## src/hdl/mrsit_pkg.sv

```systemverilog
// Shared constants and register codes for the mixed-radix subset index table.
`timescale 1ns / 1ps

package mrsit_pkg;

    localparam int DEF_MAX_DIMS   = 8;
    localparam int DEF_RADIX_BITS = 4;

    localparam int NUM_FIELDS  = 8;   // packed fields in each config word
    localparam int POS_W       = 3;   // width of a subset position field
    localparam int CNT_W       = 4;   // width of dimension counts
    localparam int DATA_W      = 32;
    localparam int IDX_W       = 32;
    localparam int CFG_IDX_W   = 2;
    localparam int RADIX_PK_W  = 32;
    localparam int POS_PK_W    = 24;

    typedef enum logic [CFG_IDX_W-1:0] {
        CFG_FULL_DIMS   = 2'd0,
        CFG_RADIX       = 2'd1,
        CFG_SUBSET_DIMS = 2'd2,
        CFG_POSITIONS   = 2'd3
    } cfg_idx_t;

endpackage

```

## src/hdl/mixed_radix_subset_index_table.sv

```systemverilog
// Mixed-radix odometer with Horner projection of each assignment onto a subset.
`timescale 1ns / 1ps

// Each accepted input beat produces one table entry. A mixed-radix odometer
// (digit 0 most significant) walks every assignment of the full variable set;
// for each one the block returns its linear index (full_index), the index of
// the same assignment projected on the subset (subset_index) and a last flag
// on the final assignment, after which the odometer wraps to zero.
// Channels: in (valid/ready, restart), out (valid/ready, three fields) and a
// config write channel (cfg_valid/cfg_ready, cfg_index, cfg_data), always ready.
// A single shared multiply-add unit runs one Horner step per cycle over the
// subset positions (subset_dims of them, capped at 8), then a finishing step
// updates the odometer and loads the output register. in_ready drops while an
// entry is being computed, so no new beat is taken until the finishing step
// has loaded the output register and returned the block to idle.
// The output register decouples the sides: a new beat is accepted while a
// result waits; if out_ready stays low the finishing cycle holds until the
// output register frees. Reset clears the odometer, counter and registers
// (full_dims 1, others 0); restart=1 zeroes the odometer before the entry.
module mixed_radix_subset_index_table #(
    parameter int MAX_DIMS   = mrsit_pkg::DEF_MAX_DIMS,
    parameter int RADIX_BITS = mrsit_pkg::DEF_RADIX_BITS
) (
    input  logic                             clk,
    input  logic                             rst_n,
    input  logic                             cfg_valid,
    output logic                             cfg_ready,
    input  logic [mrsit_pkg::CFG_IDX_W-1:0]  cfg_index,
    input  logic [mrsit_pkg::DATA_W-1:0]     cfg_data,
    input  logic                             in_valid,
    output logic                             in_ready,
    input  logic                             restart,
    output logic                             out_valid,
    input  logic                             out_ready,
    output logic [mrsit_pkg::IDX_W-1:0]      full_index,
    output logic [mrsit_pkg::IDX_W-1:0]      subset_index,
    output logic                             last
);
    import mrsit_pkg::*;

    typedef enum logic {
        S_IDLE,
        S_RUN
    } state_t;

    typedef logic [RADIX_BITS-1:0] digit_t;

    state_t                  state_reg, state_next;
    logic [CNT_W-1:0]        full_dims_reg, full_dims_next;
    logic [RADIX_PK_W-1:0]   radix_reg, radix_next;
    logic [CNT_W-1:0]        subset_dims_reg, subset_dims_next;
    logic [POS_PK_W-1:0]     positions_reg, positions_next;
    digit_t                  digit_reg [MAX_DIMS];
    digit_t                  digit_next [MAX_DIMS];
    logic [IDX_W-1:0]        count_reg, count_next;
    logic [IDX_W-1:0]        acc_reg, acc_next;
    logic [CNT_W-1:0]        step_reg, step_next;
    logic                    out_valid_reg, out_valid_next;
    logic [IDX_W-1:0]        full_index_reg, full_index_next;
    logic [IDX_W-1:0]        subset_index_reg, subset_index_next;
    logic                    last_reg, last_next;

    logic [POS_W-1:0]        pos_field [NUM_FIELDS];
    digit_t                  rmax_field [NUM_FIELDS];
    logic [CNT_W-1:0]        n_eff, sn_eff;
    logic [POS_W-1:0]        cur_pos;
    digit_t                  cur_rmax, cur_digit;
    logic [RADIX_BITS:0]     cur_radix;
    logic [IDX_W-1:0]        mul_add;
    logic                    is_last, done_k, load;
    digit_t                  odo_digit [MAX_DIMS];

    always_comb
    begin
        for (int p = 0; p < NUM_FIELDS; p++)
        begin
            pos_field[p]  = positions_reg[p*POS_W +: POS_W];
            rmax_field[p] = radix_reg[p*RADIX_BITS +: RADIX_BITS];
        end
    end

    always_comb
    begin
        if (full_dims_reg == '0)
            n_eff = CNT_W'(1);
        else if (full_dims_reg > CNT_W'(MAX_DIMS))
            n_eff = CNT_W'(MAX_DIMS);
        else
            n_eff = full_dims_reg;
        sn_eff = (subset_dims_reg > CNT_W'(MAX_DIMS)) ? CNT_W'(MAX_DIMS) : subset_dims_reg;
    end

    // one Horner step: acc * radix(pos) + digit(pos)
    always_comb
    begin
        cur_pos   = pos_field[step_reg[POS_W-1:0]];
        cur_rmax  = rmax_field[cur_pos];
        cur_radix = {1'b0, cur_rmax} + (RADIX_BITS+1)'(1);
        cur_digit = '0;
        for (int i = 0; i < MAX_DIMS; i++)
        begin
            if ((CNT_W'(cur_pos) == CNT_W'(i)) && (CNT_W'(i) < n_eff))
                cur_digit = digit_reg[i];
        end
        mul_add = IDX_W'(acc_reg * IDX_W'(cur_radix)) + IDX_W'(cur_digit);
    end

    // last flag and odometer increment, least significant digit first
    always_comb
    begin
        is_last = 1'b1;
        done_k  = 1'b0;
        for (int k = 0; k < MAX_DIMS; k++)
        begin
            if ((CNT_W'(k) < n_eff) && (digit_reg[k] < rmax_field[k]))
                is_last = 1'b0;
        end
        for (int k = MAX_DIMS - 1; k >= 0; k--)
        begin
            odo_digit[k] = digit_reg[k];
            if ((CNT_W'(k) < n_eff) && !done_k)
            begin
                if (digit_reg[k] < rmax_field[k])
                begin
                    odo_digit[k] = digit_reg[k] + RADIX_BITS'(1);
                    done_k       = 1'b1;
                end
                else
                    odo_digit[k] = '0;
            end
        end
    end

    assign load = (state_reg == S_RUN) && (step_reg >= sn_eff)
                  && (!out_valid_reg || out_ready);

    always_comb
    begin
        state_next        = state_reg;
        full_dims_next    = full_dims_reg;
        radix_next        = radix_reg;
        subset_dims_next  = subset_dims_reg;
        positions_next    = positions_reg;
        digit_next        = digit_reg;
        count_next        = count_reg;
        acc_next          = acc_reg;
        step_next         = step_reg;
        out_valid_next    = out_valid_reg;
        full_index_next   = full_index_reg;
        subset_index_next = subset_index_reg;
        last_next         = last_reg;

        if (cfg_valid)
        begin
            case (cfg_idx_t'(cfg_index))
                CFG_FULL_DIMS:   full_dims_next   = cfg_data[CNT_W-1:0];
                CFG_RADIX:       radix_next       = cfg_data[RADIX_PK_W-1:0];
                CFG_SUBSET_DIMS: subset_dims_next = cfg_data[CNT_W-1:0];
                CFG_POSITIONS:   positions_next   = cfg_data[POS_PK_W-1:0];
                default:         ;
            endcase
        end

        if (out_valid_reg && out_ready)
            out_valid_next = 1'b0;

        case (state_reg)
            S_IDLE:
            begin
                if (in_valid)
                begin
                    acc_next   = '0;
                    step_next  = '0;
                    state_next = S_RUN;
                    if (restart)
                    begin
                        for (int i = 0; i < MAX_DIMS; i++)
                            digit_next[i] = '0;
                        count_next = '0;
                    end
                end
            end
            S_RUN:
            begin
                if (step_reg < sn_eff)
                begin
                    acc_next  = mul_add;
                    step_next = step_reg + CNT_W'(1);
                end
                else if (load)
                begin
                    out_valid_next    = 1'b1;
                    full_index_next   = count_reg;
                    subset_index_next = acc_reg;
                    last_next         = is_last;
                    state_next        = S_IDLE;
                    if (is_last)
                    begin
                        for (int i = 0; i < MAX_DIMS; i++)
                            digit_next[i] = '0;
                        count_next = '0;
                    end
                    else
                    begin
                        digit_next = odo_digit;
                        count_next = count_reg + IDX_W'(1);
                    end
                end
            end
            default:
                state_next = S_IDLE;
        endcase
    end

    always_ff @(posedge clk or negedge rst_n)
    begin
        if (!rst_n)
        begin
            state_reg       <= S_IDLE;
            full_dims_reg   <= CNT_W'(1);
            radix_reg       <= '0;
            subset_dims_reg <= '0;
            positions_reg   <= '0;
            for (int i = 0; i < MAX_DIMS; i++)
                digit_reg[i] <= '0;
            count_reg       <= '0;
            step_reg        <= '0;
            out_valid_reg   <= 1'b0;
        end
        else
        begin
            state_reg       <= state_next;
            full_dims_reg   <= full_dims_next;
            radix_reg       <= radix_next;
            subset_dims_reg <= subset_dims_next;
            positions_reg   <= positions_next;
            digit_reg       <= digit_next;
            count_reg       <= count_next;
            step_reg        <= step_next;
            out_valid_reg   <= out_valid_next;
        end
    end

    always_ff @(posedge clk)
    begin
        acc_reg          <= acc_next;
        full_index_reg   <= full_index_next;
        subset_index_reg <= subset_index_next;
        last_reg         <= last_next;
    end

    assign cfg_ready    = 1'b1;
    assign in_ready     = (state_reg == S_IDLE);
    assign out_valid    = out_valid_reg;
    assign full_index   = full_index_reg;
    assign subset_index = subset_index_reg;
    assign last         = last_reg;

    a_restart_clears: assert property (@(posedge clk) disable iff (!rst_n)
        (in_valid && in_ready && restart) |=> (count_reg == '0))
        else $error("restart did not clear entry counter");

    a_wrap_on_last: assert property (@(posedge clk) disable iff (!rst_n)
        (load && is_last) |=> (count_reg == '0) && out_valid && last)
        else $error("odometer did not wrap after last entry");

    a_count_step: assert property (@(posedge clk) disable iff (!rst_n)
        (load && !is_last) |=> (count_reg == $past(count_reg) + IDX_W'(1))
                               && (full_index == $past(count_reg)))
        else $error("entry counter did not advance by one");

    a_step_bound: assert property (@(posedge clk) disable iff (!rst_n)
        (state_reg == S_RUN) |-> (step_reg <= sn_eff))
        else $error("Horner step counter overran subset size");

endmodule

```

## config.mk

```make
export PLATFORM = sky130hd
export DESIGN_NAME = mixed_radix_subset_index_table
export DESIGN_NICKNAME = d
export VERILOG_FILES = /design/src/hdl/mrsit_pkg.sv /design/src/hdl/mixed_radix_subset_index_table.sv
export SDC_FILE = /design/constraint.sdc
export NUM_CORES = 1
export LEC_CHECK = 0
export BUFFER_PORTS_ARGS = -buffer_cell sky130_fd_sc_hd__clkbuf_2
export CAP_MARGIN = 10
export CORE_ASPECT_RATIO = 1.1
export CORE_UTILIZATION = 30
export DETAILED_ROUTE_END_ITERATION = 8
export PLACE_DENSITY = 0.46
export SYNTH_ARGS = -nofsm -noshare
export SYNTH_HDL_FRONTEND = slang
export SYNTH_SLANG_ARGS = --single-unit
```

## constraint.sdc

```tcl
create_clock -name clk -period 11.7 [get_ports clk]
set_input_delay 1.755 -clock clk [delete_from_list [all_inputs] [get_ports clk]]
set_output_delay 1.755 -clock clk [all_outputs]
set_load 0.02 [all_outputs]
```

### Word level (Yosys, flattened, before mapping)

Index checks and enable logic that the tools add are counted.

| operators by class | value |
|---|---|
| magnitude comparators | 22 |
| shift-type cells | 0 |
| $add $sub $neg | 12 |
| reductions and logical operators | 53 |
| multiplexer cells | 79 |
| div/mod/pow operators | 0 |
| bitwise logic cells | 4 |
| equal/unequal tests | 23 |
| multipliers | 1 |

Operator list:

| cell | count |
|---|---|
| two-way mux 32 bit | 10 |
| one-hot mux 32 bit (2 select lines) | 3 |
| two-way mux 4 bit | 31 |
| AND reduction 5 bit | 8 |
| adder 4 x 1 -> 4 bit, second input constant | 9 |
| less-than comparator 4 bit | 9 |
| adder 32 x 1 -> 32 bit, second input constant | 1 |
| adder 32 x 4 -> 32 bit | 1 |
| multiplier 32 x 5 -> 32 bit | 1 |
| two-way mux 1 bit | 29 |
| logical AND 1 bit | 26 |
| inequality test 3 x 1 -> 1 bit, second input constant | 8 |
| less-than comparator 3 x 4 -> 1 bit, first input constant | 4 |
| binary-select mux 4 bit (select 3 bit) | 1 |
| == test 3 bit, second input constant | 4 |
| AND reduction 2 bit | 5 |
| binary-select mux 3 bit (select 3 bit) | 1 |
| greater-or-equal comparator 4 bit, second input constant | 2 |
| > comparator 4 bit, second input constant | 2 |
| zero test 1 bit | 8 |
| less-than comparator 1 x 4 -> 1 bit, first input constant | 2 |
| less-than comparator 2 x 4 -> 1 bit, first input constant | 2 |
| inverter 3 -> 4 bit | 2 |
| one-hot mux 4 bit (2 select lines) | 1 |
| 17 further kinds | 24 |

| word-level totals | value |
|---|---|
| memories | 0 |
| word-level logic and storage cells | 214 |
| output and inout port bits | 68 |
| latch bits | 0 |
| memory bits (writable) | 0 |
| input bits | 40 |
| bits in read-only memories | 0 |
| bits in registers | 231 |

### Longest topological paths before layout

| logic depth | value |
|---|---|
| word-level depth | 30 |
| gate-level depth with buffers | 30 |
| mapped depth without buffers | 25 |

### Worst setup path after synthesis

OpenSTA, ideal clock, no wires.

| timing path | value |
|---|---|
| path kind | reg2reg |
| from | register step_reg[0] |
| to | register acc_reg[28] (data pin) |
| setup time | 0.261 ns |
| buffers on the path | 5 |
| stages on the path, launching flop included | 30 |
| data required time | 11.439 ns |
| data arrival time | 7.084 ns |
| clock period less this slack | 7.345 ns |
| path slack | 4.355 ns |
| cells stage by stage | dfrtp_1 -> buf_6 -> mux4_2 -> mux2i_4 -> buf_6 -> mux2i_1 -> a22oi_1 -> nand2_1 -> buf_1 -> inv_1 -> ha_1 -> xnor2_1 -> clkbuf_1 -> clkbuf_1 -> nand2_1 -> fa_1 -> fa_1 -> fa_1 -> inv_1 -> ha_1 -> nor2b_1 -> o21ai_0 -> a21oi_1 -> o211ai_1 -> a21oi_1 -> o21ai_0 -> o31ai_1 -> a211oi_1 -> mux2i_1 -> a311o_1 |

| between the ends | value |
|---|---|
| longest elaborated chain between the ends | 17 |
| elaborated cells on any way between the ends | 37 |
| those cells by class | add/sub (2); mul (1); eq/ne (7); mux (16); bitwise (2); reduce/logical (9) |

Ends and longest elaborated chain:

| what | line | RTL |
|---|---|---|
| start, declared | mixed_radix_subset_index_table.sv:57 | `logic [CNT_W-1:0] step_reg, step_next;` |
| start signal, assigned | mixed_radix_subset_index_table.sv:239 | `step_reg <= step_next;` |
| inverter 3 -> 4 bit (not written as such) * | mixed_radix_subset_index_table.sv:96 | `cur_pos = pos_field[step_reg[POS_W-1:0]];` |
| binary-select mux 3 bit (select 3 bit) * | mixed_radix_subset_index_table.sv:96 |  |
| two-way mux 3 bit (not written as such) * (2 in series) | mixed_radix_subset_index_table.sv:96 |  |
| branches (longest 10 deep; another with multiplier 32 x 5 -> 32 bit) | - |  |
| adder 32 x 4 -> 32 bit * | mixed_radix_subset_index_table.sv:105 | `mul_add = IDX_W'(acc_reg * IDX_W'(cur_radix)) + IDX_W'(cur_digit);` |
| two-way mux 32 bit * | mixed_radix_subset_index_table.sv:185 | `if (step_reg < sn_eff)` |
| one-hot mux 32 bit (2 select lines) * | mixed_radix_subset_index_table.sv:167 | `case (state_reg)` |
| end signal, assigned | mixed_radix_subset_index_table.sv:246 | `acc_reg <= acc_next;` |
| end, declared | mixed_radix_subset_index_table.sv:56 | `logic [IDX_W-1:0] acc_reg, acc_next;` |

Every way passes the cells marked *. The select of a mux whose other input is x is not followed.
A chain may end at the register's enable or synchronous reset.

### Worst setup path in the final report

Ends and elaborated chain as after synthesis.

==> flow_summary.ini <==
[floorplanning]
die_h_um = 240
dieArea_um2 = 52400
coreArea_um2 = 50500
ios = 108
rows = 86
die_w_um = 218
start_util_pct = 30.6

[min_path]
hold-path-endpoint = full_index[29]$_DFFE_PP_
whs_path_depth = 0
hp-class = flip-flop to flip-flop
hp-start = count_reg[29]$_DFFE_PN0P_

[global_route]
grt_pass1_wl_um = 63500
grt-ovfl-total = 0
antenna_found_initial = 1
grt_pass1_vias = 11358
grt_max_degree = 70
grtUsageTotal_pct = 15.5

[synth]
syn_inst = 1458
synth_edf_count = 97
synth.distinct_cells = 69
synthFlopType = dfrtp_1
synth_seq_cells = 231
ys_warn_count = 0
ys_async_sr_fraction_pct = 58.0
synth_area_per_cell_um2 = 10.6
synth_nets = 1685
syn_area_um2 = 15500
synth.yosys.seq_area_share_pct = 40.5

[critical_path]
crit_family = adder cells
ff2ff_path_depth = 26
cp-start-kind = flip-flop
crit_fanout = 34
crit_buf_inv = 4
required_ns = 12.01
timing.rr.start = step_reg[0]$_DFFE_PN0P_
slowest_delay_ns = 0.83
reg2reg_slack_ns = 2.75
path_common_cell = fa_1
critPathCaptureType = flip-flop
arrival_ns = 9.26
reg2reg_to = acc_reg[28]$_SDFFCE_PN0P_
worstSetupPathType = flip-flop to flip-flop
slowest_stage = ha_1

[sta]
final.setup.tns_ns = 0
setup_viol = 0
period_share_pct = 76.5
grt_setup_unrepaired = no
tightest_slew_ns = 1.15
whs_ns = 0.486
period_minus_slack_ns = 8.95
slew_headroom_pct = 22.8
fin_skew_ns = 0.0182
clock.fmax_mhz = 112
hold_viol = 0
drv_slew = 0

[detailed_routing]
postRouteAntennaNets = 0
drc_errors = 0
drtIter0Drc = 395
num_vias = 10747
wl_per_cell_um = 17.5
wl_um = 39200
viasPerCell = 4.78
drtPass1Iterations = 5

[clock_tree]
postCtsSetupRepairBufs = 0
cts.sinks = 231
cts_hold_buf = 0
clkTransAtPathRegs_ns = 0.06
cts_buffer_depth = 3
cts_resized = 0
cts_max_level = 1
cts_buffers = 29
cts_tree = done
clockRootBuffer = clkbuf_16
clkLatencyLatePin_ns = 0.56

[layout]
layout-drive-gt1-share_pct = 16.2
final_cell_mix = 175 x inv_1, 133 x dfrtp_1, 120 x nand2_1
layout_commonest_cell = inv_1
antennaDiodeCount = 0
final_nets = 1793
synthToLayoutAreaGrowth_pct = 15.1

[flow_run]
cap_violations = 0

[run_status]
status = completed

[placement]
dp_hpwl_um = 28900
place.port_buffers = 106
gpl.final_weighted_congestion = 0.849
per-stage QoR:
stage                     worst slack, ns  utilization, %  std cells  area, µm²
after CTS                            2.69            35.2       2247      17800
final                                2.75            35.3       2248      17800
after floorplan                      4.36               -       1458      15500
after global placement               2.97            33.2       2194      16800
after detailed placement             2.71            33.2       2194      16800
after global routing                 1.97            35.3       2248      17800
synth_stat cells (all sizes together), types with 3 or more instances:
| master | number | area [µm²] |
|---|---|---|
| a211oi | 5 | 37.5 |
| a21boi | 3 | 22.5 |
| a21o | 41 | 308 |
| a21oi | 38 | 190 |
| a221oi | 4 | 41.3 |
| a22o | 9 | 78.8 |
| a22oi | 12 | 90.1 |
| a31oi | 5 | 31.3 |
| and2 | 108 | 677 |
| and3 | 33 | 206 |
| buf | 9 | 56.3 |
| clkbuf | 36 | 135 |
| dfrtp | 133 | 3330 |
| edfxtp | 97 | 2910 |
| fa | 86 | 1720 |
| ha | 101 | 1260 |
| inv | 175 | 657 |
| mux2 | 67 | 758 |
| mux2i | 16 | 185 |
| mux4 | 8 | 180 |
| nand2 | 120 | 450 |
| nand2b | 17 | 106 |
| nand3 | 26 | 130 |
| nand4 | 15 | 93.8 |
| nor2 | 89 | 334 |
| nor2b | 13 | 81.3 |
| nor3 | 12 | 60.1 |
| nor3b | 16 | 125 |
| nor4 | 3 | 18.8 |
| o21a | 7 | 52.6 |
| o21ai | 62 | 310 |
| o22ai | 3 | 18.8 |
| o31ai | 3 | 22.5 |
| or2 | 3 | 18.8 |
| xnor2 | 21 | 184 |
| xor2 | 31 | 272 |
logic make-up (layout without fill, tap and decap cells):
kind of cell | Yosys count | count (layout) | synth area share, %
AND/OR/NAND/NOR | 464 | 464 | 15.4
AO/OA/AOI/OAI | 211 | 211 | 8.89
flip-flops | 231 | 231 | 40.5
XOR/XNOR | 53 | 53 | 3.09
other | 1 | 1 | 0.0243
multiplexers | 91 | 91 | 7.27
buffers and inverters | 220 | 350 | 5.49
adder cells (fa/ha/maj) | 187 | 187 | 19.3
layer usage:
layer | part of all wire (%) | GRT usage [%] | vias to the layer above
met1 | 45 | 19.5 | 5396
met3 | 2.9 | 1.90 | 45
met4 | 2.2 | 4.22 | 0
met5 | 0 | 0 | -
li1 | - | - | 5172
met2 | 50 | 27.6 | 134
layout make-up:
class | instances | area, µm²
Fill cell | 5116 | 32700
Multi-Input combinational cell | 1007 | 8370
Sequential cell | 231 | 6270
Clock buffer | 38 | 843
Tap cell | 660 | 826
Timing Repair Buffer | 122 | 664
Inverter | 175 | 657
Clock inverter | 15 | 169
worst reg2reg max path, cell delays in order (launching register included):
cell      delay (ns)
dfrtp_1         0.66
mux4_2          0.60
mux2i_4         0.81
mux2i_1         0.21
a22oi_1         0.22
nand2_1         0.10
buf_4           0.27
inv_1           0.10
ha_1            0.83
and2_1          0.44
nand2_1         0.13
fa_1            0.52
fa_1            0.52
fa_1            0.55
inv_1           0.04
ha_1            0.30
nor2b_1         0.18
o21ai_0         0.13
a21oi_1         0.21
o211ai_1        0.15
a21oi_1         0.17
o21ai_0         0.09
buf_4           0.16
o31ai_1         0.58
a211oi_1        0.24
mux2i_1         0.16
a311o_1         0.32
worst max-delay path by stage:
stage               cells past startpoint                    start                   endpoint
floorplan                              29  step_reg[0]$_DFFE_PN0P_  acc_reg[28]$_SDFFCE_PN0P_
global placement                       27  step_reg[0]$_DFFE_PN0P_  acc_reg[31]$_SDFFCE_PN0P_
detailed placement                     26  step_reg[0]$_DFFE_PN0P_  acc_reg[28]$_SDFFCE_PN0P_
CTS                                    26  step_reg[0]$_DFFE_PN0P_  acc_reg[28]$_SDFFCE_PN0P_
global route                           26  step_reg[0]$_DFFE_PN0P_  acc_reg[28]$_SDFFCE_PN0P_
finish                                 26  step_reg[0]$_DFFE_PN0P_  acc_reg[28]$_SDFFCE_PN0P_
Power is not shown: default switching activity piles up to over one toggle a cycle in this logic, so the estimate is an artifact.
